$ cat config.mk
export PLATFORM = sky130hd
export DESIGN_NAME = spi_ctrl
export DESIGN_NICKNAME = d
export VERILOG_FILES = /design/src/hw/rtl/spi_pkg.sv /design/src/hw/rtl/spi_ctrl.sv
export SDC_FILE = /design/constraint.sdc
export NUM_CORES = 1
export LEC_CHECK = 0
export BUFFER_PORTS_ARGS = -buffer_cell sky130_fd_sc_hd__buf_4
export CAP_MARGIN = 40
export CORE_UTILIZATION = 48
export DETAILED_ROUTE_END_ITERATION = 10
export GPL_TIMING_DRIVEN = 0
export PLACE_DENSITY = 0.8
export SYNTH_ARGS = -nofsm -noshare
export SYNTH_HDL_FRONTEND = slang
export SYNTH_SLANG_ARGS = --single-unit
$ cat constraint.sdc
create_clock -name clk_i -period 2.3 [get_ports clk_i]
set_input_delay 0.23 -clock clk_i [delete_from_list [all_inputs] [get_ports clk_i]]
set_output_delay 0.23 -clock clk_i [all_outputs]
set_load 0.01 [all_outputs]
$ cat src/hw/rtl/spi_pkg.sv
// Shared types and constants for the stroke point interpolator.
// Holds the beat payload structs and the controller to datapath command set.
// No dependencies.
`timescale 1ns / 1ps
`default_nettype none

package spi_pkg;

  localparam int COORD_BITS    = 24;
  localparam int SPACING_BITS  = 23;
  localparam int MAG_BITS      = COORD_BITS + 1;
  localparam int Q4_BITS       = 2 * MAG_BITS + 3;
  localparam logic [SPACING_BITS-1:0] SPACING_RESET = 23'd3277;

  localparam logic [1:0] OP_START = 2'd0;
  localparam logic [1:0] OP_MOVE  = 2'd1;
  localparam logic [1:0] OP_HOVER = 2'd2;

  localparam logic [1:0] DIV_X_LIN  = 2'd0;
  localparam logic [1:0] DIV_X_QUAD = 2'd1;
  localparam logic [1:0] DIV_Y_LIN  = 2'd2;
  localparam logic [1:0] DIV_Y_QUAD = 2'd3;

  typedef struct packed {
    logic [1:0]                   op;
    logic signed [COORD_BITS-1:0] pos_x;
    logic signed [COORD_BITS-1:0] pos_y;
  } spi_in_t;

  typedef struct packed {
    logic signed [COORD_BITS-1:0] point_x;
    logic signed [COORD_BITS-1:0] point_y;
    logic                         last_of_run;
    logic                         count_clipped;
  } spi_out_t;

  typedef enum logic [3:0] {
    DP_NOP,
    DP_LOAD,
    DP_MAG,
    DP_SQX,
    DP_SQY,
    DP_SUM,
    DP_SRCH_INIT,
    DP_SRCH_STEP,
    DP_SETUP,
    DP_MUL,
    DP_DIV_START,
    DP_EMIT_INIT,
    DP_EMIT_STEP,
    DP_OUT,
    DP_COMMIT
  } dp_op_e;

  typedef struct packed {
    dp_op_e     op;
    logic [1:0] div_sel;
  } dp_cmd_t;

  typedef struct packed {
    logic is_start;
    logic move_ok;
    logic srch_done;
    logic div_done;
    logic run_last;
  } dp_sts_t;

endpackage

`default_nettype wire

$ cat src/hw/rtl/spi_ctrl.sv
// Sequencer of the stroke point interpolator: steps the datapath through
// one item and owns the beat handshakes. Depends on spi_pkg.
`timescale 1ns / 1ps
`default_nettype none

module spi_ctrl (
  input  wire logic             clk_i,
  input  wire logic             rst_ni,
  input  wire logic             in_valid_i,
  output logic                  in_stall_o,
  output logic                  out_valid_o,
  input  wire logic             out_stall_i,
  input  wire spi_pkg::dp_sts_t sts_i,
  output spi_pkg::dp_cmd_t      cmd_o
);

  typedef enum logic [3:0] {
    S_IDLE,
    S_DECIDE,
    S_MAG,
    S_SQX,
    S_SQY,
    S_SUM,
    S_SINIT,
    S_SRCH,
    S_SETUP,
    S_MUL,
    S_DIV,
    S_DWAIT,
    S_EINIT,
    S_STEP,
    S_OUT,
    S_COMMIT
  } state_e;

  state_e     state_q;
  logic [1:0] sel_q;
  logic       out_valid_q;
  logic       slot_free;

  assign slot_free = !out_valid_q || !out_stall_i;

  always_comb begin
    cmd_o.div_sel = sel_q;
    case (state_q)
      S_IDLE:   cmd_o.op = in_valid_i ? spi_pkg::DP_LOAD : spi_pkg::DP_NOP;
      S_MAG:    cmd_o.op = spi_pkg::DP_MAG;
      S_SQX:    cmd_o.op = spi_pkg::DP_SQX;
      S_SQY:    cmd_o.op = spi_pkg::DP_SQY;
      S_SUM:    cmd_o.op = spi_pkg::DP_SUM;
      S_SINIT:  cmd_o.op = spi_pkg::DP_SRCH_INIT;
      S_SRCH:   cmd_o.op = spi_pkg::DP_SRCH_STEP;
      S_SETUP:  cmd_o.op = spi_pkg::DP_SETUP;
      S_MUL:    cmd_o.op = spi_pkg::DP_MUL;
      S_DIV:    cmd_o.op = spi_pkg::DP_DIV_START;
      S_EINIT:  cmd_o.op = spi_pkg::DP_EMIT_INIT;
      S_STEP:   cmd_o.op = spi_pkg::DP_EMIT_STEP;
      S_OUT:    cmd_o.op = slot_free ? spi_pkg::DP_OUT : spi_pkg::DP_NOP;
      S_COMMIT: cmd_o.op = spi_pkg::DP_COMMIT;
      default:  cmd_o.op = spi_pkg::DP_NOP;
    endcase
  end

  always_ff @(posedge clk_i or negedge rst_ni) begin
    if (!rst_ni) begin
      state_q     <= S_IDLE;
      sel_q       <= spi_pkg::DIV_X_LIN;
      out_valid_q <= 1'b0;
    end else begin
      if (out_valid_q && !out_stall_i && (state_q != S_OUT)) begin
        out_valid_q <= 1'b0;
      end
      case (state_q)
        S_IDLE: begin
          if (in_valid_i) begin
            state_q <= S_DECIDE;
          end
        end
        S_DECIDE: begin
          if (sts_i.is_start) begin
            state_q <= S_OUT;
          end else if (sts_i.move_ok) begin
            state_q <= S_MAG;
          end else begin
            state_q <= S_COMMIT;
          end
        end
        S_MAG:   state_q <= S_SQX;
        S_SQX:   state_q <= S_SQY;
        S_SQY:   state_q <= S_SUM;
        S_SUM:   state_q <= S_SINIT;
        S_SINIT: state_q <= S_SRCH;
        S_SRCH: begin
          if (sts_i.srch_done) begin
            state_q <= S_SETUP;
          end
        end
        S_SETUP: begin
          sel_q   <= spi_pkg::DIV_X_LIN;
          state_q <= S_MUL;
        end
        S_MUL: state_q <= S_DIV;
        S_DIV: state_q <= S_DWAIT;
        S_DWAIT: begin
          if (sts_i.div_done) begin
            if (sel_q == spi_pkg::DIV_Y_QUAD) begin
              state_q <= S_EINIT;
            end else begin
              sel_q   <= sel_q + 2'd1;
              state_q <= (sel_q == spi_pkg::DIV_X_QUAD) ? S_MUL : S_DIV;
            end
          end
        end
        S_EINIT: state_q <= S_STEP;
        S_STEP:  state_q <= S_OUT;
        S_OUT: begin
          if (slot_free) begin
            out_valid_q <= 1'b1;
            state_q     <= (sts_i.is_start || sts_i.run_last) ? S_COMMIT : S_STEP;
          end
        end
        S_COMMIT: state_q <= S_IDLE;
        default:  state_q <= S_IDLE;
      endcase
    end
  end

  assign in_stall_o  = state_q != S_IDLE;
  assign out_valid_o = out_valid_q;

endmodule

`default_nettype wire

==> reports/metrics.cfg <==
[power_and_ir_drop]
switching_share_pct = 48.0
comb_power_share_pct = 69.8
p_sw_uw = 609
p_leak_uw = 0.000385
p_per_area_mw_per_mm2 = 1510
internal-power_uw = 661
seqPwrFrac_pct = 20.2
power_uw = 1270
clkPwrFrac_pct = 9.9
irDropWorstVdd_mv = 0.864

[timing]
finalClockSkew_ps = 6.42
rsz0062_at_grt = false
setup_tns_ps = 0
tightest_slew_ps = 447
relSlewSlack_pct = 70.2
period_minus_slack_ps = 2090
slew_violations = 0
final_hold_viol_count = 0
fmax_ghz = 0.478
post-route-period-util_pct = 90.9
setup_viol = 0

[clock_network]
clock_latency_ps = 270
cts_sinks = 7
tritoncts = built
cts_setup_buffers = 0
cts_buffers = 3
clock-root-buffer = clkbuf_4
clkSlewWorstSetupHoldPaths_ps = 60
clock_path_buffers = 2
cts.repair.resized = 0
htree_num_levels = 1

[die]
rows = 13
die_w_microns = 39.2
core_sq_mm = 0.00130
initial_core_util_pct = 51.2
die_y_microns = 39.2
io_pins = 17
dieArea_sq_mm = 0.00154

[detailed_routing]
via_count = 717
routed_wire_length_per_instance_microns = 14.7
finalWirelength_microns = 1740
drc_errors = 0
drt-pass1-iter-count = 4
antenna_left = 0
viasPerCell = 6.08
first_iter_violations = 21

[global_routing]
grt_first_pass_wirelength_microns = 2640
grt_use_met2_pct = 41.7
overflow = 0
grt_pass1_vias = 582
grt_start_max_net_pins = 11
met3_usage_pct = 6.94
grt_use_total_pct = 26.6
antenna_found_initial = 0
busiest_layer = met2
use_met1_pct = 33.2

[logic_synthesis]
synthesis.nets = 94
synth_seq_cells = 7
synthArstFlopShare_pct = 100
synth.distinct_cells = 37
synth_cells = 82
yosysWarnings = 0
syn_area_sq_um = 666
synth-edff-count = 0
syn_area_per_cell_sq_um = 8.12
ys_seq_area_share_pct = 26.3
synthFlopType = dfrtp_1

[outcome]
status = finished, final reports clean

[placement]
routabilityCongestion = 0.891
dp_hpwl_microns = 1260
port_buffers = 16

[setup_path]
crit_fanout = 10
cp-start-kind = flop
required_ps = 2070
arrival_ps = 1860
path_class = flop to output port
end_kind = output port

[final_layout]
area_growth_pct = 26.3
fillers = 125
final_cell_mix = buf_4, nand2_1, dfrtp_1
final_common_cell = buf_4
drive_gt1_share_pct = 28.2
antennaDiodeCount = 0
final_nets = 116

[run]
maxCapViolCount = 0

[min_path]
hold_path.class = primary input to flop

==> power groups by stage <==
stage | Sequential, uW | Clock [uW] | Combinational [uW]
after floorplan | 252 | 0 | 613
after global placement | 252 | 0 | 857
after detailed placement | 258 | 0 | 876
after CTS | 257 | 123 | 881
after global routing | 266 | 133 | 969
final | 257 | 126 | 887
==> cells by family after synthesis <==
logic type                 after synthesis  synth area share (%)
buffers and inverters                   12                  9.02
DFF                                      7                  26.3
and+or+nand+nor                         32                  25.6
muxes                                    3                  5.26
adders and majority gates                3                  5.64
AOI/OAI and AO/OA                       25                  28.2
==> synth_stat cells (all sizes together), types with 3 or more instances <==
library cell	n	area, sq um
o21ai	5	28.8
dfrtp	7	175
a21oi	5	36.3
a31oi	4	31.3
inv	5	18.8
nand2	11	41.3
a22o	3	26.3
nor2b	3	18.8
ha	3	37.5
nor2	6	22.5
clkbuf	3	11.3
buf	4	30.0
==> sequential cells by signal, summed over array words and instances, names as in the netlist <==
register     cells
out_valid_o      1
state_q          4
sel_q            2
==> per-stage QoR <==
stage / area, sq um / cells / utilization, % / hold slack [ps] / setup slack [ps]
4_1_cts: 841 / 118 / 64.6 / 236 / 259
3_5_place_dp: 805 / 113 / 61.8 / 51.8 / 539
3_3_place_gp: 805 / 113 / 61.8 / 47.6 / 571
6_report: 841 / 118 / 64.6 / 226 / 209
2_1_floorplan: 666 / 82 / - / -65.6 / 617
5_1_grt: 841 / 118 / 64.6 / 256 / 110
==> final cells by class <==
type	instances	area (sq um)	share of cell area, %
multi-input cells	63	430	51.2
flip-flops and latches	7	175	20.8
repair buffers	17	130	15.5
plain buffers	7	41.3	4.91
clock buffers	4	26.3	3.13
inverters	5	18.8	2.23
well taps	15	18.8	2.23
==> worst max-delay path, cell delays in order (launching register included) <==
cell	delay (ps)
dfrtp_1	350
clkbuf_1	350
buf_1	410
mux2i_1	150
a22o_1	200
buf_4	140
==> final timing paths <==
kind | from | cells past startpoint | slack [ps] | endpoint
worst max-delay path | state_q[2] | 5 | 210 | cmd_o[3]
worst min-delay path | out_stall_i | 3 | 230 | out_valid_o
worst max register to register | state_q[0] | 5 | 550 | state_q[0]
worst min register to register | sel_q[1] | 1 | 570 | sel_q[1]
max in group asynchronous | rst_ni | 2 | 1850 | sel_q[1]
min in group asynchronous | rst_ni | 2 | 320 | state_q[3]
==> routing by layer <==
metal	share of wire, %	vias to the layer above	wire length [microns]
li1	-	343	-
met1	45	332	780
met2	47	37	807
met3	6.9	5	119
met4	1.6	0	27
met5	0	-	0
==> repair_timing <==
action / in CTS / in global routing
hold endpoints to repair: 7 / 0
hold buffers: 1 / 0
endpoints found under the setup margin: 0 / 0
(Power assumes the default switching activity.)
